### config.mk
export PLATFORM = sky130hd
export DESIGN_NAME = pgp_packet_header_deframer_flat
export DESIGN_NICKNAME = d
export VERILOG_FILES = /design/src/hw/rtl/pgpd_pkg.sv /design/src/hw/rtl/pgpd_in_if.sv /design/src/hw/rtl/pgpd_out_if.sv /design/src/hw/rtl/pgpd_apb_regs.sv /design/src/hw/rtl/pgpd_hdr_fsm.sv /design/src/hw/rtl/pgp_packet_header_deframer.sv /design/src/flat_wrapper.sv
export SDC_FILE = /design/constraint.sdc
export NUM_CORES = 1
export LEC_CHECK = 0
export BUFFER_PORTS_ARGS = -buffer_cell sky130_fd_sc_hd__buf_4
export CAP_MARGIN = 0
export CORE_ASPECT_RATIO = 2
export CORE_MARGIN = 1.5
export CORE_UTILIZATION = 35
export DETAILED_ROUTE_END_ITERATION = 10
export GPL_ROUTABILITY_DRIVEN = 0
export PLACE_DENSITY = 0.54
export RECOVER_POWER = 25
export SLEW_MARGIN = 20
export SYNTH_ARGS = -nofsm -noshare
export SYNTH_HDL_FRONTEND = slang
export SYNTH_SLANG_ARGS = --single-unit
### constraint.sdc
create_clock -name clk -period 7.48 [get_ports clk]
set_input_delay 0.748 -clock clk [delete_from_list [all_inputs] [get_ports clk]]
set_output_delay 0.748 -clock clk [all_outputs]
set_load 0.05 [all_outputs]
### src/hw/rtl/pgpd_pkg.sv
// Package for the packet header deframer: codes, enums, structs and constants.
// No dependencies; every module of the block and of the testbench imports it.
package pgpd_pkg;

	// Fixed field widths.
	localparam int unsigned CHUNK_W     = 25;
	localparam int unsigned ACC_W       = 32;
	localparam int unsigned APB_ADDR_W  = 3;
	localparam int unsigned APB_DATA_W  = 32;

	// Reset value of the chunk length limit: 16 MiB.
	localparam logic [CHUNK_W-1:0] LEN_LIMIT_RESET = CHUNK_W'(16 * 1024 * 1024);

	// Default for the length counter width.
	localparam int unsigned LENGTH_WIDTH_DEFAULT = 25;

	// Header byte bits and new-format length byte boundaries.
	localparam int unsigned HDR_VALID_BIT  = 7;
	localparam int unsigned HDR_NEWFMT_BIT = 6;
	localparam logic [1:0]  OLD_LEN_1      = 2'd0;
	localparam logic [1:0]  OLD_LEN_2      = 2'd1;
	localparam logic [1:0]  OLD_LEN_CTX    = 2'd3;
	localparam logic [7:0]  NEW_ONE_MAX    = 8'd191;
	localparam logic [7:0]  NEW_TWO_MAX    = 8'd223;
	localparam logic [7:0]  NEW_FIVE       = 8'd255;
	localparam logic [ACC_W-1:0] NEW_TWO_OFFSET = ACC_W'(192);

	// Register indexes on the configuration port (paddr bit 2).
	localparam logic REG_CTX_EN    = 1'b0;
	localparam logic REG_LEN_LIMIT = 1'b1;

	// Input action codes.
	localparam logic ACT_BYTE = 1'b0;
	localparam logic ACT_EOF  = 1'b1;

	typedef enum logic [2:0] {
		PH_HDR,
		PH_NEWLEN,
		PH_TWO,
		PH_MULTI,
		PH_BODY,
		PH_CONTEXT
	} phase_t;

	typedef enum logic [1:0] {
		K_BODY,
		K_HEADER,
		K_ERROR,
		K_END
	} kind_t;

	typedef enum logic [1:0] {
		LK_DEFINITE,
		LK_PARTIAL,
		LK_CONTEXT
	} lk_t;

	typedef enum logic [2:0] {
		E_NONE,
		E_NOT_HEADER,
		E_BAD_LENGTH,
		E_NO_CONTEXT,
		E_TRUNCATED
	} err_t;

	typedef struct packed {
		logic               ctx_en;
		logic [CHUNK_W-1:0] len_limit;
	} cfg_t;

	typedef struct packed {
		logic               valid;
		kind_t              kind;
		logic [5:0]         tag;
		logic [7:0]         body;
		logic [CHUNK_W-1:0] len;
		lk_t                lk;
		logic               last;
		err_t               err;
	} res_t;

endpackage

### src/hw/rtl/pgpd_in_if.sv
// Input stream channel of the packet header deframer: valid/ready plus one item.
// Depends on nothing.
interface pgpd_in_if;
	logic       valid;
	logic       ready;
	logic       action;
	logic [7:0] data_byte;

	modport source (output valid, action, data_byte, input ready);
	modport sink   (input valid, action, data_byte, output ready);
endinterface

### src/hw/rtl/pgpd_out_if.sv
// Result channel of the packet header deframer: valid/ready plus one result item.
// Depends on nothing.
interface pgpd_out_if;
	logic        valid;
	logic        ready;
	logic [1:0]  kind;
	logic [5:0]  packet_tag;
	logic [7:0]  body_byte;
	logic [24:0] chunk_length;
	logic [1:0]  length_kind;
	logic        last_in_packet;
	logic [2:0]  error_code;

	modport source (output valid, kind, packet_tag, body_byte, chunk_length, length_kind,
		last_in_packet, error_code, input ready);
	modport sink   (input valid, kind, packet_tag, body_byte, chunk_length, length_kind,
		last_in_packet, error_code, output ready);
endinterface

### src/hw/rtl/pgpd_apb_regs.sv
// APB configuration registers of the packet header deframer.
// Depends on pgpd_pkg.
module pgpd_apb_regs (
	input  logic                             clk,
	input  logic                             arst_n,
	input  logic                             psel,
	input  logic                             penable,
	input  logic                             pwrite,
	input  logic [pgpd_pkg::APB_ADDR_W-1:0]  paddr,
	input  logic [pgpd_pkg::APB_DATA_W-1:0]  pwdata,
	output logic [pgpd_pkg::APB_DATA_W-1:0]  prdata,
	output logic                             pready,
	output pgpd_pkg::cfg_t                   cfg
);
	import pgpd_pkg::*;

	logic               ctx_en_q;
	logic [CHUNK_W-1:0] len_limit_q;
	logic               wr_en;
	logic               reg_idx;

	assign pready  = 1'b1;
	assign wr_en   = psel && penable && pwrite;
	// Registers are word spaced; the low address bits are ignored.
	assign reg_idx = paddr[2];

	always_ff @(posedge clk or negedge arst_n) begin
		if (!arst_n) begin
			ctx_en_q    <= 1'b0;
			len_limit_q <= LEN_LIMIT_RESET;
		end else if (wr_en) begin
			unique case (reg_idx)
				REG_CTX_EN:    ctx_en_q    <= pwdata[0];
				REG_LEN_LIMIT: len_limit_q <= pwdata[CHUNK_W-1:0];
				default: ;
			endcase
		end
	end

	always_comb begin
		unique case (reg_idx)
			REG_CTX_EN:    prdata = {{(APB_DATA_W-1){1'b0}}, ctx_en_q};
			REG_LEN_LIMIT: prdata = {{(APB_DATA_W-CHUNK_W){1'b0}}, len_limit_q};
			default:       prdata = '0;
		endcase
	end

	assign cfg.ctx_en    = ctx_en_q;
	assign cfg.len_limit = len_limit_q;

endmodule

### src/hw/rtl/pgpd_hdr_fsm.sv
// Header parsing state machine of the packet header deframer. It holds the
// parse state and turns one registered item into at most one result.
// Depends on pgpd_pkg.
module pgpd_hdr_fsm #(
	parameter int unsigned LENGTH_WIDTH = pgpd_pkg::LENGTH_WIDTH_DEFAULT
) (
	input  logic           clk,
	input  logic           arst_n,
	input  logic           step,
	input  logic           action,
	input  logic [7:0]     data_byte,
	input  pgpd_pkg::cfg_t cfg,
	output pgpd_pkg::res_t res
);
	import pgpd_pkg::*;

	localparam logic [ACC_W-1:0] LEN_MASK = ACC_W'((64'd1 << LENGTH_WIDTH) - 64'd1);

	phase_t                  phase_q, phase_d;
	logic [5:0]              tag_q, tag_d;
	logic [LENGTH_WIDTH-1:0] rem_q, rem_d;
	logic [ACC_W-1:0]        acc_q, acc_d;
	logic [2:0]              left_q, left_d;
	lk_t                     ck_q, ck_d;
	logic                    err_q, err_d;

	logic                    live;
	logic [5:0]              hdr_tag;
	logic [2:0]              old_left;
	logic [ACC_W-1:0]        max32;
	logic [ACC_W-1:0]        lim;
	logic                    fin_go;
	logic                    fin_part;
	logic [ACC_W-1:0]        fin_len;
	logic                    fin_over;
	logic                    fin_zero;
	logic                    chained;
	logic [LENGTH_WIDTH-1:0] rem_dec;
	logic [2:0]              left_dec;

	assign live     = step && !err_q;
	assign hdr_tag  = data_byte[HDR_NEWFMT_BIT] ? data_byte[5:0] : {2'b00, data_byte[5:2]};
	assign max32    = {{(ACC_W-CHUNK_W){1'b0}}, cfg.len_limit};
	assign lim      = (max32 > LEN_MASK) ? LEN_MASK : max32;
	assign chained  = (ck_q == LK_PARTIAL);
	assign rem_dec  = rem_q - LENGTH_WIDTH'(1);
	assign left_dec = left_q - 3'd1;

	always_comb begin
		unique case (data_byte[1:0])
			OLD_LEN_1: old_left = 3'd1;
			OLD_LEN_2: old_left = 3'd2;
			default:   old_left = 3'd4;
		endcase
	end

	// Length that completes in this cycle, if any.
	always_comb begin
		fin_go   = 1'b0;
		fin_part = 1'b0;
		fin_len  = '0;
		if (action == ACT_BYTE) begin
			unique case (phase_q)
				PH_NEWLEN: begin
					if (data_byte <= NEW_ONE_MAX) begin
						fin_go  = 1'b1;
						fin_len = {{(ACC_W-8){1'b0}}, data_byte};
					end else if (data_byte > NEW_TWO_MAX && data_byte != NEW_FIVE) begin
						fin_go   = 1'b1;
						fin_part = 1'b1;
						fin_len  = ACC_W'(1) << data_byte[4:0];
					end
				end
				PH_TWO: begin
					fin_go  = 1'b1;
					fin_len = acc_q + {{(ACC_W-8){1'b0}}, data_byte};
				end
				PH_MULTI: begin
					fin_go  = (left_dec == 3'd0);
					fin_len = {acc_q[ACC_W-9:0], data_byte};
				end
				default: ;
			endcase
		end
	end

	assign fin_over = fin_len > lim;
	assign fin_zero = (fin_len == '0);

	// Next state.
	always_comb begin
		phase_d = phase_q;
		tag_d   = tag_q;
		rem_d   = rem_q;
		acc_d   = acc_q;
		left_d  = left_q;
		ck_d    = ck_q;
		err_d   = err_q;
		if (action == ACT_EOF) begin
			unique case (phase_q)
				PH_HDR:     ;
				PH_CONTEXT: phase_d = PH_HDR;
				default: begin
					err_d   = 1'b1;
					phase_d = PH_HDR;
				end
			endcase
		end else begin
			unique case (phase_q)
				PH_HDR: begin
					if (!data_byte[HDR_VALID_BIT]) begin
						err_d = 1'b1;
					end else begin
						ck_d  = LK_DEFINITE;
						tag_d = hdr_tag;
						if (data_byte[HDR_NEWFMT_BIT]) begin
							phase_d = PH_NEWLEN;
						end else if (data_byte[1:0] == OLD_LEN_CTX) begin
							if (!cfg.ctx_en) begin
								err_d = 1'b1;
							end else begin
								ck_d    = LK_CONTEXT;
								rem_d   = '0;
								phase_d = PH_CONTEXT;
							end
						end else begin
							acc_d   = '0;
							left_d  = old_left;
							phase_d = PH_MULTI;
						end
					end
				end
				PH_NEWLEN, PH_TWO, PH_MULTI: begin
					if (phase_q == PH_NEWLEN && !fin_go) begin
						if (data_byte <= NEW_TWO_MAX) begin
							acc_d   = {{(ACC_W-13){1'b0}}, data_byte[4:0], 8'd0} + NEW_TWO_OFFSET;
							phase_d = PH_TWO;
						end else begin
							acc_d   = '0;
							left_d  = 3'd4;
							phase_d = PH_MULTI;
						end
					end else if (phase_q == PH_MULTI) begin
						acc_d  = fin_len;
						left_d = left_dec;
					end
					if (fin_go) begin
						if (fin_over) begin
							err_d   = 1'b1;
							phase_d = PH_HDR;
						end else begin
							ck_d    = fin_part ? LK_PARTIAL : LK_DEFINITE;
							rem_d   = fin_len[LENGTH_WIDTH-1:0];
							phase_d = fin_zero ? PH_HDR : PH_BODY;
						end
					end
				end
				PH_BODY: begin
					rem_d = rem_dec;
					if (rem_dec == '0) begin
						phase_d = chained ? PH_NEWLEN : PH_HDR;
					end
				end
				PH_CONTEXT: ;
				default:    phase_d = PH_HDR;
			endcase
		end
	end

	// Result of this item.
	always_comb begin
		res       = '0;
		res.kind  = K_BODY;
		res.lk    = LK_DEFINITE;
		res.err   = E_NONE;
		res.tag   = tag_q;
		if (action == ACT_EOF) begin
			res.valid = 1'b1;
			unique case (phase_q)
				PH_HDR: begin
					res.kind = K_END;
					res.tag  = '0;
				end
				PH_CONTEXT: begin
					res.kind = K_END;
					res.lk   = LK_CONTEXT;
				end
				default: begin
					res.kind = K_ERROR;
					res.err  = E_TRUNCATED;
				end
			endcase
		end else begin
			unique case (phase_q)
				PH_HDR: begin
					if (!data_byte[HDR_VALID_BIT]) begin
						res.valid = 1'b1;
						res.kind  = K_ERROR;
						res.err   = E_NOT_HEADER;
					end else if (!data_byte[HDR_NEWFMT_BIT] && data_byte[1:0] == OLD_LEN_CTX) begin
						res.valid = 1'b1;
						res.tag   = hdr_tag;
						if (!cfg.ctx_en) begin
							res.kind = K_ERROR;
							res.err  = E_NO_CONTEXT;
						end else begin
							res.kind = K_HEADER;
							res.lk   = LK_CONTEXT;
						end
					end
				end
				PH_NEWLEN, PH_TWO, PH_MULTI: begin
					if (fin_go) begin
						if (fin_over) begin
							res.valid = 1'b1;
							res.kind  = K_ERROR;
							res.err   = E_BAD_LENGTH;
						end else if (chained) begin
							// A chained chunk header only shows when it ends the packet.
							res.valid = fin_zero;
							res.kind  = K_HEADER;
							res.last  = 1'b1;
						end else begin
							res.valid = 1'b1;
							res.kind  = K_HEADER;
							res.len   = fin_len[CHUNK_W-1:0];
							res.lk    = fin_part ? LK_PARTIAL : LK_DEFINITE;
							res.last  = fin_zero;
						end
					end
				end
				PH_BODY: begin
					res.valid = 1'b1;
					res.body  = data_byte;
					res.lk    = ck_q;
					res.last  = (rem_dec == '0) && !chained;
				end
				PH_CONTEXT: begin
					res.valid = 1'b1;
					res.body  = data_byte;
					res.lk    = LK_CONTEXT;
				end
				default: ;
			endcase
		end
		if (!live) begin
			res.valid = 1'b0;
		end
	end

	always_ff @(posedge clk or negedge arst_n) begin
		if (!arst_n) begin
			phase_q <= PH_HDR;
			tag_q   <= '0;
			rem_q   <= '0;
			acc_q   <= '0;
			left_q  <= '0;
			ck_q    <= LK_DEFINITE;
			err_q   <= 1'b0;
		end else if (live) begin
			phase_q <= phase_d;
			tag_q   <= tag_d;
			rem_q   <= rem_d;
			acc_q   <= acc_d;
			left_q  <= left_d;
			ck_q    <= ck_d;
			err_q   <= err_d;
		end
	end

	// Once an error is latched, nothing more comes out until reset.
	a_err_silent: assert property (@(posedge clk) disable iff (!arst_n)
		err_q |-> !res.valid)
		else $error("result produced after latched error");

	a_err_sticky: assert property (@(posedge clk) disable iff (!arst_n)
		err_q |=> err_q)
		else $error("latched error cleared without reset");

	a_err_latches: assert property (@(posedge clk) disable iff (!arst_n)
		(res.valid && res.kind == K_ERROR) |=> err_q)
		else $error("error result did not latch the error");

	a_body_count: assert property (@(posedge clk) disable iff (!arst_n)
		(phase_q == PH_BODY) |-> (rem_q != '0))
		else $error("body phase with no bytes remaining");

endmodule

### src/hw/rtl/pgp_packet_header_deframer.sv
// Top level of the packet header deframer: input register, parse state machine,
// result register and APB configuration port.
// Depends on pgpd_pkg, pgpd_in_if, pgpd_out_if, pgpd_apb_regs and pgpd_hdr_fsm.
//
//   Channel   Direction  Handshake           Carries
//   stream    in         valid/ready         action, data_byte
//   result    out        valid/ready         kind, packet_tag, body_byte, chunk_length,
//                                            length_kind, last_in_packet, error_code
//   APB       in         psel/penable/pready allow_context_length, max_chunk_length
//
// One transaction is taken per clock cycle unless a stalled result fills both registers;
// the rate is set by the single parse step between the input register and the result register.
// A result reaches the result channel through the input register and the result register.
// Reset is asynchronous and active low; it clears the parse state, the latched error
// and the valid flags and resets the APB registers; transactions are taken once it ends.
// A stalled result holds in the result register while one more input item waits
// in the input register; ready on the stream falls only when both are full.
module pgp_packet_header_deframer #(
	parameter int unsigned LENGTH_WIDTH = pgpd_pkg::LENGTH_WIDTH_DEFAULT
) (
	input  logic                             clk,
	input  logic                             arst_n,
	input  logic                             psel,
	input  logic                             penable,
	input  logic                             pwrite,
	input  logic [pgpd_pkg::APB_ADDR_W-1:0]  paddr,
	input  logic [pgpd_pkg::APB_DATA_W-1:0]  pwdata,
	output logic [pgpd_pkg::APB_DATA_W-1:0]  prdata,
	output logic                             pready,
	pgpd_in_if.sink                          stream,
	pgpd_out_if.source                       result
);
	import pgpd_pkg::*;

	cfg_t cfg;
	res_t res;

	// Input register (stage 1).
	logic       valid_s1;
	logic       action_s1;
	logic [7:0] byte_s1;

	// Result register.
	logic               out_valid_q;
	kind_t              kind_q;
	logic [5:0]         tag_q;
	logic [7:0]         body_q;
	logic [CHUNK_W-1:0] len_q;
	lk_t                lk_q;
	logic               last_q;
	err_t               err_q;

	logic out_free;
	logic step;
	logic in_take;

	pgpd_apb_regs u_regs (
		.clk     (clk),
		.arst_n  (arst_n),
		.psel    (psel),
		.penable (penable),
		.pwrite  (pwrite),
		.paddr   (paddr),
		.pwdata  (pwdata),
		.prdata  (prdata),
		.pready  (pready),
		.cfg     (cfg)
	);

	// The result register can take a new result when it is empty or being read
	// in this cycle. The item in stage 1 is processed exactly when it can move on,
	// whether or not it produces a result.
	assign out_free     = !out_valid_q || result.ready;
	assign step         = valid_s1 && out_free;
	assign stream.ready = !valid_s1 || out_free;
	assign in_take      = stream.valid && stream.ready;

	always_ff @(posedge clk or negedge arst_n) begin
		if (!arst_n) begin
			valid_s1 <= 1'b0;
		end else if (in_take) begin
			valid_s1 <= 1'b1;
		end else if (step) begin
			valid_s1 <= 1'b0;
		end
	end

	always_ff @(posedge clk) begin
		if (in_take) begin
			action_s1 <= stream.action;
			byte_s1   <= stream.data_byte;
		end
	end

	pgpd_hdr_fsm #(
		.LENGTH_WIDTH (LENGTH_WIDTH)
	) u_fsm (
		.clk       (clk),
		.arst_n    (arst_n),
		.step      (step),
		.action    (action_s1),
		.data_byte (byte_s1),
		.cfg       (cfg),
		.res       (res)
	);

	always_ff @(posedge clk or negedge arst_n) begin
		if (!arst_n) begin
			out_valid_q <= 1'b0;
		end else if (res.valid) begin
			out_valid_q <= 1'b1;
		end else if (result.ready) begin
			out_valid_q <= 1'b0;
		end
	end

	always_ff @(posedge clk) begin
		if (res.valid) begin
			kind_q <= res.kind;
			tag_q  <= res.tag;
			body_q <= res.body;
			len_q  <= res.len;
			lk_q   <= res.lk;
			last_q <= res.last;
			err_q  <= res.err;
		end
	end

	assign result.valid          = out_valid_q;
	assign result.kind           = kind_q;
	assign result.packet_tag     = tag_q;
	assign result.body_byte      = body_q;
	assign result.chunk_length   = len_q;
	assign result.length_kind    = lk_q;
	assign result.last_in_packet = last_q;
	assign result.error_code     = err_q;

	// A new result is only written into a free result register.
	a_no_overwrite: assert property (@(posedge clk) disable iff (!arst_n)
		res.valid |-> out_free)
		else $error("result register overwritten while held");

	// An item held in stage 1 behind a stalled result stays put.
	a_s1_hold: assert property (@(posedge clk) disable iff (!arst_n)
		(valid_s1 && !out_free) |=> (valid_s1 && $stable(byte_s1) && $stable(action_s1)))
		else $error("stage 1 item lost during stall");

	// A stalled result keeps its contents.
	a_out_hold: assert property (@(posedge clk) disable iff (!arst_n)
		(out_valid_q && !result.ready) |=> (out_valid_q && $stable(kind_q) && $stable(body_q)))
		else $error("held result changed during stall");

endmodule

### src/flat_wrapper.sv
// flat-port wrapper written by rule: the top's interface ports become plain ports
module pgp_packet_header_deframer_flat import pgpd_pkg::*;
#(
	parameter int unsigned LENGTH_WIDTH = pgpd_pkg::LENGTH_WIDTH_DEFAULT
)
  (clk, arst_n, psel, penable, pwrite, paddr, pwdata, prdata, pready, stream_valid, stream_action, stream_data_byte, stream_ready, result_valid, result_kind, result_packet_tag, result_body_byte, result_chunk_length, result_length_kind, result_last_in_packet, result_error_code, result_ready);
  pgpd_in_if stream_i ();
  pgpd_out_if result_i ();
  input  logic clk;
  input  logic arst_n;
  input  logic psel;
  input  logic penable;
  input  logic pwrite;
  input  logic [pgpd_pkg::APB_ADDR_W-1:0] paddr;
  input  logic [pgpd_pkg::APB_DATA_W-1:0] pwdata;
  output logic [pgpd_pkg::APB_DATA_W-1:0] prdata;
  output logic pready;
  input wire logic [$bits(stream_i.valid)-1:0] stream_valid;
  input wire logic [$bits(stream_i.action)-1:0] stream_action;
  input wire logic [$bits(stream_i.data_byte)-1:0] stream_data_byte;
  output wire logic [$bits(stream_i.ready)-1:0] stream_ready;
  output wire logic [$bits(result_i.valid)-1:0] result_valid;
  output wire logic [$bits(result_i.kind)-1:0] result_kind;
  output wire logic [$bits(result_i.packet_tag)-1:0] result_packet_tag;
  output wire logic [$bits(result_i.body_byte)-1:0] result_body_byte;
  output wire logic [$bits(result_i.chunk_length)-1:0] result_chunk_length;
  output wire logic [$bits(result_i.length_kind)-1:0] result_length_kind;
  output wire logic [$bits(result_i.last_in_packet)-1:0] result_last_in_packet;
  output wire logic [$bits(result_i.error_code)-1:0] result_error_code;
  input wire logic [$bits(result_i.ready)-1:0] result_ready;
  assign stream_i.valid = stream_valid;
  assign stream_i.action = stream_action;
  assign stream_i.data_byte = stream_data_byte;
  assign stream_ready = stream_i.ready;
  assign result_valid = result_i.valid;
  assign result_kind = result_i.kind;
  assign result_packet_tag = result_i.packet_tag;
  assign result_body_byte = result_i.body_byte;
  assign result_chunk_length = result_i.chunk_length;
  assign result_length_kind = result_i.length_kind;
  assign result_last_in_packet = result_i.last_in_packet;
  assign result_error_code = result_i.error_code;
  assign result_i.ready = result_ready;
  pgp_packet_header_deframer #(.LENGTH_WIDTH(LENGTH_WIDTH)) u_core (.clk(clk), .arst_n(arst_n), .psel(psel), .penable(penable), .pwrite(pwrite), .paddr(paddr), .pwdata(pwdata), .prdata(prdata), .pready(pready), .stream(stream_i), .result(result_i));
endmodule
After elaboration in Yosys (flattened, before gate mapping)
Index checks and enable logic that the tools add are counted.

Flip-flop bits (word level): 156. Input port bits: 51. Logic and storage cells: 207.

$add $sub $neg: 4. Magnitude comparators: 5. Equal/unequal tests: 29. Shift operators: 1. Multiplexer cells: 102. Bitwise gates (word level): 5. Reductions and logical operators: 41.

Operator list (count): $mux W32 (8); $mux W25 (7); $pmux W32 S2 (2); $pmux W32 S3 (1); $pmux W25 S3 (1); $mux W3 (24); $add A32 B8 Y32 (1); $gt A32 B25 Y1 (1); $logic_not A32 Y1 (1); $shl A1 B5 Y32 const A (1); $mux W2 (15); $mux W6 (5); $gt A25 B25 Y1 const B (1); $logic_not A25 Y1 (1); $mux W1 (25); $sub A25 B1 Y25 const B (1); $mux W9 (2); $pmux W3 S2 (3); $le A8 B8 Y1 const B (2); $ne A4 B3 Y1 const B (4); $reduce_and A8 Y1 (2); $add A13 B8 Y14 const B (1); $mux W14 (1); $ne A2 B2 Y1 const B (7); other kinds (33) (70).

Logic depth before layout (Yosys ltp)
Gate-level depths: netlist (run 1).

Depth in word-level cells: 14. Mapped depth: 22.

By module
From an unflattened synthesis (run 1), not the netlist that was laid out.

Cell total of the unflattened synthesis: 1138. Area total of the unflattened synthesis: 10324.9 sq um.

By module, submodules not included: pgpd_hdr_fsm (times used 1, cells an instance 979, area each 7215.7 sq um); pgp_packet_header_deframer (times used 1, cells an instance 64, area each 1785.5 sq um); pgpd_apb_regs (times used 1, cells an instance 95, area each 1323.8 sq um).

Worst setup path after synthesis (run 1)
No wires, ideal clock.

Path kind: register to register. Start: reg u_core.u_fsm.acc_q[0]. End: reg u_core.body_q[0], in the netlist u_core.result.body_byte[0], enable pin. Setup time: 451 ps. Data arrival time: 5509 ps. Setup slack: 1520 ps. Stages on the path, launching flop included: 19. Buffers on the path: 0. Cell sequence: dfrtp_1 > ha_1 > fa_1 > a211oi_2 > o21a_1 > a21boi_2 > and3_1 > xor2_1 > a21oi_1 > inv_1 > ha_1 > nand4_1 > nor4_1 > o211ai_1 > o211ai_1 > a211oi_1 > o21ai_0 > nor3_1 > nor2_1.

RTL lines: start: declaration (line pgpd_hdr_fsm.sv:22) `logic [ACC_W-1:0] acc_q, acc_d;`; start signal: assignment (line pgpd_hdr_fsm.sv:256) `acc_q <= '0;`; start signal: assignment (line pgpd_hdr_fsm.sv:264) `acc_q <= acc_d;`; end signal: assignment (line pgp_packet_header_deframer.sv:121) `body_q <= res.body;`; end: declaration (line pgp_packet_header_deframer.sv:47) `logic [7:0] body_q;`.

Worst setup path after layout (run 1)
Start: reg u_core.byte_s1[0]. End: reg u_core.u_fsm.rem_q[18].

Cells in the longest elaborated chain, start to end: 9. Elaborated cells on any way between the ends: 23.

Ends and longest elaborated chain: start: declaration (line pgp_packet_header_deframer.sv:41) `logic [7:0] byte_s1;`; start signal: assignment (line pgp_packet_header_deframer.sv:91) `byte_s1 <= stream.data_byte;`; parallel branches: the longest is 4 deep, another holds $add A32 B8 Y32; $pmux W32 S3 (*) (line pgpd_hdr_fsm.sv:63) `unique case (phase_q)`; $mux W32 (*) (line pgpd_hdr_fsm.sv:62) `if (action == ACT_BYTE) begin`; named net u_core.u_fsm.fin_len[18] (line pgpd_hdr_fsm.sv:34) `logic [ACC_W-1:0] fin_len;`; $gt A32 B25 Y1 or $mux W25 (tied branches) (line pgpd_hdr_fsm.sv:87, pgpd_hdr_fsm.sv:148); $ne A2 B2 Y1 (no source line) or $mux W25 (tied branches); $reduce_and A9 Y1 (no source line) or $pmux W25 S3 (tied branches); end signal: assignment (line pgpd_hdr_fsm.sv:263) `rem_q <= rem_d;`; end: declaration (line pgpd_hdr_fsm.sv:21) `logic [LENGTH_WIDTH-1:0] rem_q, rem_d;`.

Mark *: on every way through the listed nets, which the timed path passes. The select of a mux whose other input is x is not followed. A chain may end at the register's enable or synchronous reset.

==> impl_metrics.csv, run 1 <==
group,metric,value,unit
timing,finClkSkew,0.0129,ns
setup_path,critPathKind,"reg2reg",
global_routing,grt.total_usage,0.233,
floorplan,die_area,29800,µm²
route,remaining_drc_errors,0,
route,dr.pass1.iters,5,
worst_hold_path,min-delay-path-class,"in2reg",
setup_path,start_kind,"register",
yosys,synthArstFlopShare,0.641,
layout,design_area,11900,µm²
clock_tree,h-tree-depth,4,
clock_tree,clk_path_buf_depth,2,
route,ant_nets,0,
timing,worst_slack,1.68,ns
clock_tree,clk_pin_slew,0.07,ns
layout,insertedDiodeCount,0,
power_and_ir_drop,p_per_area,306,nW/µm²
yosys,avgSynthCellArea,9.12,µm²
setup_path,arrival,6.16,ns
yosys,synth_cell_types,88,
placed_design,place_ws,1.69,ns
placed_design,dp_hpwl,25.0,mm
timing,max_clock_freq,172,MHz
outcome,outcome,"finished with violations",
outcome,violations,"capacitance limit, slew limit",
power_and_ir_drop,leakagePower,5.15,nW
layout,drive_gt1_frac,0.205,
timing,whs,0.486,ns
global_routing,grt_start_max_net_pins,63,
layout,fin_cells,1566,
yosys,synthDominantCellAreaShare,0.247,
timing,timing.slew.headroom,-1.24,
timing,slew_violations,56,
global_routing,antenna_found_initial,0,
timing,layout_min_cycle_time,5.80,ns
timing,timing.final.crit_share,0.776,
yosys,synthTopCellsByArea,"dfrtp_1 25%, edfxtp_1 17%, ha_1 4.6%, o21ai_0 4.0%, nand2_1 3.9%",
timing,setup_violations,0,
run,cap_viol_max_count,1,
route,drt_wl_total,33.5,mm
global_routing,grt_pass1_vias,8945,
timing,rsz0062_at_grt,"no",
layout,final_util,0.422,
setup_path,cp.required,7.84,ns
route,vias_per_cell,5.67,
yosys,yosys_warnings,0,
yosys,syn_area,10000,µm²
floorplan,dieHeight,242,µm
global_routing,grt_pass1_wl,51.6,mm
route,wl_per_cell,21.4,µm
yosys,synth_enable_flop_cells,56,
yosys,yosys-top-cells-count,"105 x nand2_1, 99 x dfrtp_1, 85 x nor2_1, 80 x o21ai_0, 58 x inv_1",
floorplan,core_area,28200,µm²
route,drt_iter0_drc,539,
clock_tree,cts_hold_buffers,0,
yosys,synth_most_common_cell,"nand2_1",
setup_path,end_kind,"register",
floorplan,ioPinCount,133,
global_routing,overflow,0,
placed_design,placed_cells,1534,
route,vias,8887,
yosys,synth_cells,1101,
floorplan,rows,87,
placed_design,dpl_cell_area,11300,µm²
clock_tree,cts_tree,"built",
power_and_ir_drop,vdd_ir_drop_max,0.169,mV
setup_path,crit_fanout,50,
clock_tree,cts.root.buffer_cell,"clkbuf_16",
timing,finalSetupTns,0,ns
floorplan,die_x,123,µm
placed_design,io_buffers,115,
clock_tree,cts_resized,0,
yosys,ys.flop_type,"dfrtp_1",
clock_tree,clk_latency,0.46,ns
timing,finalHoldViolCount,0,
power_and_ir_drop,total_power,3.64,mW
yosys,ys_seq_elements,156,
floorplan,initial_core_util,0.356,
clock_tree,cts_made_buffers,17,
clock_tree,cts_sinks,156,
layout,nets,1286,
clock_tree,postCtsSetupBuffers,0,
timing,tightestPinTransition,3.36,ns
yosys,synth_top_area_cell,"dfrtp_1",
yosys,ys_seq_area_frac,0.417,
layout,syn_to_final_growth,18.5,%
-- path summary, 6_finish.rpt --
path / start / end / slack (ns) / cells after the start
hold / removal: stream_data_byte[3] / u_core.byte_s1[3] / 0.49 / 1
max in group asynchronous: arst_n / u_core.u_fsm.tag_q[5] / 4.00 / 2
min in group asynchronous: arst_n / u_core.u_regs.len_limit_q[17] / 1.42 / 1
setup / recovery: u_core.byte_s1[0] / u_core.u_fsm.rem_q[18] / 1.68 / 24
setup reg to reg: u_core.byte_s1[0] / u_core.u_fsm.rem_q[18] / 1.68 / 24
hold reg to reg: u_core.u_fsm.acc_q[31] / u_core.u_fsm.acc_q[31] / 0.52 / 2
-- worst max-delay path, stage by stage (launching register included) --
cell	delay [ns]
edfxtp_1	0.36
buf_4	0.22
ha_1	0.25
fa_1	0.45
a211oi_2	0.31
o21a_1	0.31
a21boi_2	0.18
and3_1	0.23
xor2_1	0.14
a21oi_1	0.15
buf_4	0.16
inv_1	0.05
ha_1	0.29
nand2_1	0.06
o21ai_0	0.08
a2111oi_0	0.50
o211ai_1	0.24
a211oi_1	0.34
nand2_1	0.10
nor4_2	0.14
buf_4	0.25
o21ba_1	0.21
buf_12	0.24
o21ai_0	0.14
a22o_1	0.25
-- routing by layer --
| layer | vias up | track usage | routed length, µm |
|---|---|---|---|
| met4 | 0 | 0.145 | 2060 |
| met5 | - | 0 | 0 |
| met2 | 316 | 0.431 | 18400 |
| met1 | 4275 | 0.236 | 11600 |
| li1 | 4191 | - | - |
| met3 | 105 | 0.0348 | 1360 |
-- area by class of cell --
cell class                 count  area [µm²]
multi-input combinational    814        5310
clock inverter                11         133
inverter                      58         218
sequential                   156        4190
tap                          356         445
fill                        2821       16300
clock buffer                  21         472
timing repair buffer         150        1130
-- registers in the layout, indices dropped and copies added (netlist names), 3 cells and up --
signal / cells
u_core.byte_s1: 8
u_core.result.error_code: 3
u_core.u_fsm.tag_q: 6
u_core.result.body_byte: 8
u_core.u_regs.len_limit_q: 25
u_core.result.chunk_length: 25
u_core.u_fsm.acc_q: 32
u_core.u_fsm.phase_q: 3
u_core.u_fsm.left_q: 3
u_core.u_fsm.rem_q: 25
u_core.result.packet_tag: 6
-- layout by cell type, fill, tap and decap left out, types with 14 or more instances in the layout --
cell and instances:
a21oi_1 44, a22o_1 27, and2_1 38, buf_4 136, clkbuf_16 18, dfrtp_1 99, edfxtp_1 56, ha_1 37
inv_1 58, mux2_2 31, mux2i_1 14, nand2_1 105, nand3_1 24, nand4_1 15, nor2_1 83, nor3_1 41
nor4_1 14, o21ai_0 80, xnor2_1 14
-- kinds of logic (layout without fill, tap and decap cells) --
| logic type | after synthesis | in the layout | share of synthesized area |
|---|---|---|---|
| mux | 45 | 45 | 0.0487 |
| buf+inv | 137 | 240 | 0.0578 |
| simple gates | 419 | 419 | 0.216 |
| fa+ha+maj | 38 | 38 | 0.0481 |
| compound gates | 281 | 281 | 0.192 |
| flops | 156 | 156 | 0.417 |
| xor+xnor | 23 | 23 | 0.0201 |
| other cells | 2 | 8 | 0.000748 |
-- where the power goes --
group	total (mW)	internal (mW)	leakage [nW]	switching [mW]
logic	1.49	0.496	3.03	0.998
clock network	0.908	0.524	0.286	0.384
registers	1.24	1.07	1.83	0.166
total	3.64	2.09	5.15	1.55
Note: power is estimated with default switching activity, not from simulation.
==> run 2, diff against run 1 <==
Settings changed: ABC_AREA set to 1.
Clock period 7.48 ns to 5.55 ns, I/O delays scaled along.
==> impl_metrics.csv, run 2 <==
group,metric,value,unit
layout,drive_gt1_frac,0.192,
layout,mostFrequentLayoutCells,"341 x nand2_1, 188 x inv_1, 168 x nor2_1",
setup_path,crit_buf_inv,5,
timing,rsz0062_at_grt,"no",
setup_path,timing.rr.end,"u_core.result.chunk_length[20]",
setup_path,regToRegStartpoint,"u_core.byte_s1[0]",
timing,finalSetupTns,0,ns
yosys,synthDominantCellAreaShare,0.232,
clock_tree,cts.root.buffer_cell,"clkbuf_16",
clock_tree,clk_latency,0.45,ns
yosys,synth_enable_flop_cells,56,
global_routing,grt_pass1_wl,55.2,mm
clock_tree,cts_made_buffers,17,
floorplan,ioPinCount,133,
yosys,yosys-top-cells-count,"341 x nand2_1, 190 x inv_1, 168 x nor2_1, 105 x nand3_1, 99 x dfrtp_1",
worst_hold_path,hold_end,"u_core.action_s1",
route,dr.pass1.iters,5,
power_and_ir_drop,p_switching,0.767,mW
layout,layout_commonest_cell,"nand2_1",
timing,slew_violations,60,
setup_path,arrival,5.09,ns
global_routing,overflow,0,
route,vias_per_cell,5.08,
power_and_ir_drop,p_seq_frac,0.456,
yosys,yosys_warnings,0,
worst_hold_path,hp-start,"stream_action",
yosys,synthTopCellsByArea,"dfrtp_1 23%, edfxtp_1 16%, nand2_1 12%, inv_1 6.7%, nor2_1 5.9%",
floorplan,die_area,31600,µm²
power_and_ir_drop,p_clk_frac,0.417,
power_and_ir_drop,p_int,1.99,mW
route,remaining_drc_errors,0,
worst_hold_path,whs_path_depth,1,
global_routing,antenna_found_initial,0,
layout,final_util,0.417,
yosys,ys_seq_area_frac,0.392,
outcome,outcome,"finished with violations",
timing,finalHoldViolCount,0,
timing,layout_min_cycle_time,4.91,ns
setup_path,critPathKind,"reg2reg",
timing,tightestPinTransition,3.61,ns
power_and_ir_drop,vdd_ir_drop_max,0.220,mV
setup_path,worst_path_most_repeated_cell,"nand2_1",
floorplan,initial_core_util,0.355,
timing,timing.final.crit_share,0.884,
clock_tree,cts_resized,0,
layout,top_register,"u_core.u_fsm.acc_q",
power_and_ir_drop,power_frac_comb,0.128,
timing,max_clock_freq,204,MHz
floorplan,dieHeight,250,µm
worst_hold_path,min-delay-path-class,"in2reg",
setup_path,critPathSlowestCell,"edfxtp_1",
clock_tree,clk_pin_slew,0.06,ns
floorplan,die_x,127,µm
clock_tree,clk_path_buf_depth,2,
setup_path,cp_slowest_stage_delay,0.48,ns
route,drt_iter0_drc,654,
placed_design,io_buffers,115,
layout,insertedDiodeCount,0,
route,drt_wl_total,35.6,mm
yosys,avgSynthCellArea,7.35,µm²
yosys,synth_cells,1452,
setup_path,crit_family,"simple AND/OR/NAND/NOR gates",
floorplan,rows,90,
timing,setup_violations,0,
global_routing,grt_start_max_net_pins,60,
route,vias,9915,
yosys,syn_area,10700,µm²
placed_design,dp_hpwl,28.2,mm
setup_path,timing.critical_path.depth,30,
power_and_ir_drop,switching_share,0.278,
clock_tree,h-tree-depth,4,
setup_path,crit_fanout,47,
clock_tree,cts_tree,"built",
route,wl_per_cell,18.2,µm
setup_path,start_kind,"register",
setup_path,reg2reg_depth,30,
setup_path,cp.required,5.73,ns
yosys,synth_most_common_cell,"nand2_1",
yosys,synth_cell_types,52,
layout,nets,1661,
global_routing,grt.total_usage,0.232,
global_routing,grt_pass1_vias,9963,
clock_tree,cts_sinks,156,
layout,syn_to_final_growth,17.4,%
yosys,ys_seq_elements,156,
run,cap_viol_max_count,1,
outcome,violations,"capacitance limit, slew limit",
setup_path,r2r_setup_slack,0.64,ns
yosys,synth_top_area_cell,"dfrtp_1",
power_and_ir_drop,p_per_area,220,nW/µm²
clock_tree,cts_hold_buffers,0,
floorplan,core_area,30100,µm²
setup_path,end_kind,"register",
clock_tree,postCtsSetupBuffers,0,
power_and_ir_drop,leakagePower,6.47,nW
timing,finClkSkew,0.0117,ns
yosys,synthArstFlopShare,0.641,
timing,timing.slew.headroom,-1.41,
route,ant_nets,0,
yosys,ys.flop_type,"dfrtp_1",
layout,largest_register_ffs,32,
## run 2: cell types whose count changed after synthesis, sizes merged, moves of 27 or more
| cell | delta |
|---|---|
| clkbuf | -34 |
| a21oi | +31 |
| nor2 | +115 |
| and2 | -38 |
| a22o | -27 |
| nand3 | +86 |
| inv | +150 |
| nand2 | +279 |
| mux2 | -31 |
## run 2: worst max path at each step
stage / from / end
2_1_floorplan: u_core.byte_s1[0] / u_core.result.body_byte[0]
3_3_place_gp: u_core.byte_s1[0] / u_core.result.chunk_length[18]
3_5_place_dp: u_core.byte_s1[0] / u_core.result.chunk_length[14]
4_1_cts: u_core.byte_s1[0] / u_core.result.chunk_length[14]
5_1_grt: u_core.byte_s1[0] / u_core.result.body_byte[5]
6_report: u_core.byte_s1[0] / u_core.result.chunk_length[20]
## run 2: cell families after synthesis
family,Yosys count,synth area share
compound gates,227,0.126
xor+xnor,20,0.0164
fa+ha+maj,38,0.0452
buf+inv,261,0.102
flops,156,0.392
other cells,2,0.000703
simple gates,748,0.318
## run 2: area by class of cell
type,count,area (µm²)
Multi-Input combinational cell,1041,5430
Fill cell,3141,17500
Inverter,210,788
Timing Repair Buffer,146,1120
Tap cell,368,460
Clock inverter,12,121
Sequential cell,156,4190
Clock buffer,20,437
## run 2: stage by stage
| step | hold WS [ns] | cell area [µm²] | total power, mW | std cells | setup WS [ns] |
|---|---|---|---|---|---|
| finish | 0.301 | 12500 | 2.76 | 1953 | 0.644 |
| global route | 0.295 | 12500 | 2.88 | 1953 | 0.277 |
| floorplan | 0.259 | 10700 | 1.51 | 1458 | 1.06 |
| detailed placement | 0.449 | 12000 | 1.64 | 1921 | 0.712 |
| global placement | 0.432 | 12000 | 1.63 | 1921 | 0.777 |
| CTS | 0.239 | 12600 | 2.79 | 1953 | 0.668 |
## run 2: routing by layer
layer | track usage | wire length (µm) | part of all wire | vias to the layer above
met5 | 0 | 0 | 0 | -
li1 | - | - | - | 4907
met1 | 0.229 | 12500 | 0.35 | 4575
met2 | 0.433 | 19200 | 0.54 | 318
met3 | 0.0279 | 1220 | 0.034 | 115
met4 | 0.178 | 2720 | 0.076 | 0
## run 2: power by group through the flow
stage / clock network (mW) / logic, mW / registers (mW)
finish: 1.15 / 0.352 / 1.26
global route: 1.23 / 0.390 / 1.26
CTS: 1.18 / 0.357 / 1.26
detailed placement: 0 / 0.356 / 1.28
global placement: 0 / 0.352 / 1.28
floorplan: 0 / 0.238 / 1.27
==> run 3, diff against run 2 <==
Settings changed: ABC_AREA 1 to 0.
==> impl_metrics.csv, run 3 (synthesis results as in run 1) <==
group,metric,value,unit
global_routing,grt.total_usage,0.238,
layout,nFillCells,2834,
timing,setup_violations,0,
timing,slew_violations,55,
power_and_ir_drop,power_frac_comb,0.421,
placed_design,dp_hpwl,26.5,mm
clock_tree,h-tree-depth,4,
global_routing,grt_pass1_wl,52.6,mm
power_and_ir_drop,p_clk_frac,0.247,
floorplan,die_x,123,µm
route,remaining_drc_errors,0,
global_routing,grt_start_max_net_pins,55,
timing,finalSetupTns,0,ns
route,maxUsedRoutingLayer,"met4",
clock_tree,postCtsSetupBuffers,0,
power_and_ir_drop,switching_share,0.423,
clock_tree,cts_made_buffers,17,
clock_tree,clk_latency,0.46,ns
clock_tree,cts_sinks,156,
power_and_ir_drop,total_power,4.99,mW
floorplan,rows,87,
outcome,outcome,"finished with violations",
clock_tree,cts_resized,0,
setup_path,cp_slowest_stage_delay,0.45,ns
clock_tree,cts.root.buffer_cell,"clkbuf_16",
route,wl_per_cell,21.3,µm
setup_path,critPathKind,"reg2reg",
layout,drive_gt1_frac,0.232,
layout,layout_commonest_cell,"buf_4",
setup_path,arrival,5.63,ns
power_and_ir_drop,p_switching,2.11,mW
global_routing,overflow,0,
setup_path,end_kind,"register",
run,cap_viol_max_count,1,
setup_path,critPathSlowestCell,"o211ai_1",
setup_path,crit_fanout,42,
timing,rsz0062_at_grt,"no",
clock_tree,cts_tree,"built",
layout,seq_area,4190,µm²
power_and_ir_drop,p_per_area,408,nW/µm²
layout,syn_to_final_growth,22.0,%
outcome,violations,"capacitance limit, slew limit",
timing,tightestPinTransition,3.19,ns
layout,mostFrequentLayoutCells,"169 x buf_4, 105 x nand2_1, 99 x dfrtp_1",
power_and_ir_drop,vdd_ir_drop_max,0.244,mV
clock_tree,clk_pin_slew,0.07,ns
timing,layout_min_cycle_time,5.28,ns
power_and_ir_drop,leakagePower,5.35,nW
timing,timing.slew.headroom,-1.13,
clock_tree,clk_path_buf_depth,2,
route,route.met3.wl,1.80,mm
power_and_ir_drop,p_seq_frac,0.332,
layout,largest_register_ffs,32,
worst_hold_path,min-delay-path-class,"in2reg",
floorplan,initial_core_util,0.356,
route,drt_wl_total,34.2,mm
floorplan,dieHeight,242,µm
route,wl_met2,18.1,mm
setup_path,start_kind,"register",
timing,timing.final.crit_share,0.951,
layout,insertedDiodeCount,0,
floorplan,ioPinCount,133,
setup_path,cp.required,5.90,ns
timing,finalHoldViolCount,0,
timing,finClkSkew,0.0111,ns
global_routing,antenna_found_initial,1,
timing,max_clock_freq,189,MHz
placed_design,io_buffers,115,
route,drt_iter0_drc,565,
layout,top_register,"u_core.u_fsm.acc_q",
route,ant_nets,0,
route,dr.pass1.iters,7,
global_routing,grt_pass1_vias,9323,
floorplan,core_area,28200,µm²
route,wl_met1,11.5,mm
setup_path,crit_chain,"ha_1, o211ai_1, o21ai_2, a31oi_1, mux2i_1, nor3_1, inv_1, ha_1, a2111oi_0, nand2_1, a31oi_1, o211ai_1, a211oi_2, nand2_1, nor4_4, o21ba_1, buf_12, o21ai_0, a22o_1",
route,vias,9150,
layout,multi_input_area,5350,µm²
clock_tree,cts_hold_buffers,0,
layout,nets,1321,
power_and_ir_drop,p_int,2.88,mW
floorplan,die_area,29800,µm²
route,vias_per_cell,5.72,
run 3: changes by cell type in the layout (fill, tap and decap cells not counted), moves of 22 or more:
cell | previous run | this run
a21oi_1 | 74 | 42
a22o_1 | 0 | 27
and2_1 | 2 | 38
buf_4 | 131 | 169
inv_1 | 188 | 58
mux2_2 | 0 | 31
nand2_1 | 341 | 105
nand2_2 | 38 | 0
nand3_1 | 105 | 24
nor2_1 | 168 | 83
nor3_1 | 18 | 40
o21ai_2 | 27 | 2
run 3: stage by stage:
step	cell area [µm²]	hold slack, ns	setup slack (ns)	utilization	instances
2_1_floorplan	10100	0.259	0.372	-	1107
3_3_place_gp	11600	0.484	0.120	0.411	1569
3_5_place_dp	11600	0.507	0.0844	0.411	1569
4_1_cts	12200	0.174	0.0417	0.433	1601
5_1_grt	12200	0.275	0.00728	0.434	1601
6_report	12200	0.291	0.273	0.434	1601
run 3: final timing paths:
path                                             start                           end  slack, ns  cells past startpoint
worst max-delay path             u_core.u_fsm.acc_q[2]        u_core.u_fsm.rem_q[14]       0.27                     19
worst min-delay path                     stream_action              u_core.action_s1       0.29                      1
worst max register to register   u_core.u_fsm.acc_q[2]        u_core.u_fsm.rem_q[14]       0.27                     19
worst min register to register  u_core.u_fsm.acc_q[31]        u_core.u_fsm.acc_q[31]       0.52                      2
max in group asynchronous                       arst_n        u_core.u_fsm.left_q[1]       2.39                      2
min in group asynchronous                       arst_n  u_core.u_regs.len_limit_q[1]       1.14                      1
run 3: area by class of cell:
type | instances | share of cell area
multi-input combinational | 814 | 0.437
clock buffer | 18 | 0.0351
clock inverter | 14 | 0.0151
timing repair buffer | 185 | 0.117
sequential | 156 | 0.342
tap | 356 | 0.0364
inverter | 58 | 0.0178
run 3: critical path: cells and delay by family (launching register included):
family                     cells  cell delay [ns]
adders and majority gates      2             0.76
DFF                            1             0.43
muxes                          1             0.13
AOI/OAI and AO/OA             10             2.74
and+or+nand+nor                4             0.77
buffers and inverters          2             0.32
run 3: per-layer routing:
layer | vias to the layer above | global-route usage
met4 | 0 | 0.184
met5 | - | 0
met1 | 4362 | 0.230
met2 | 381 | 0.425
li1 | 4263 | -
met3 | 144 | 0.0499
run 3: power groups by stage:
| stage | Sequential (mW) | Combinational, mW | Clock [mW] |
|---|---|---|---|
| 2_1_floorplan | 1.79 | 1.27 | 0 |
| 3_3_place_gp | 1.67 | 2.06 | 0 |
| 3_5_place_dp | 1.68 | 2.08 | 0 |
| 4_1_cts | 1.65 | 2.09 | 1.27 |
| 5_1_grt | 1.69 | 2.27 | 1.32 |
| 6_report | 1.66 | 2.10 | 1.23 |
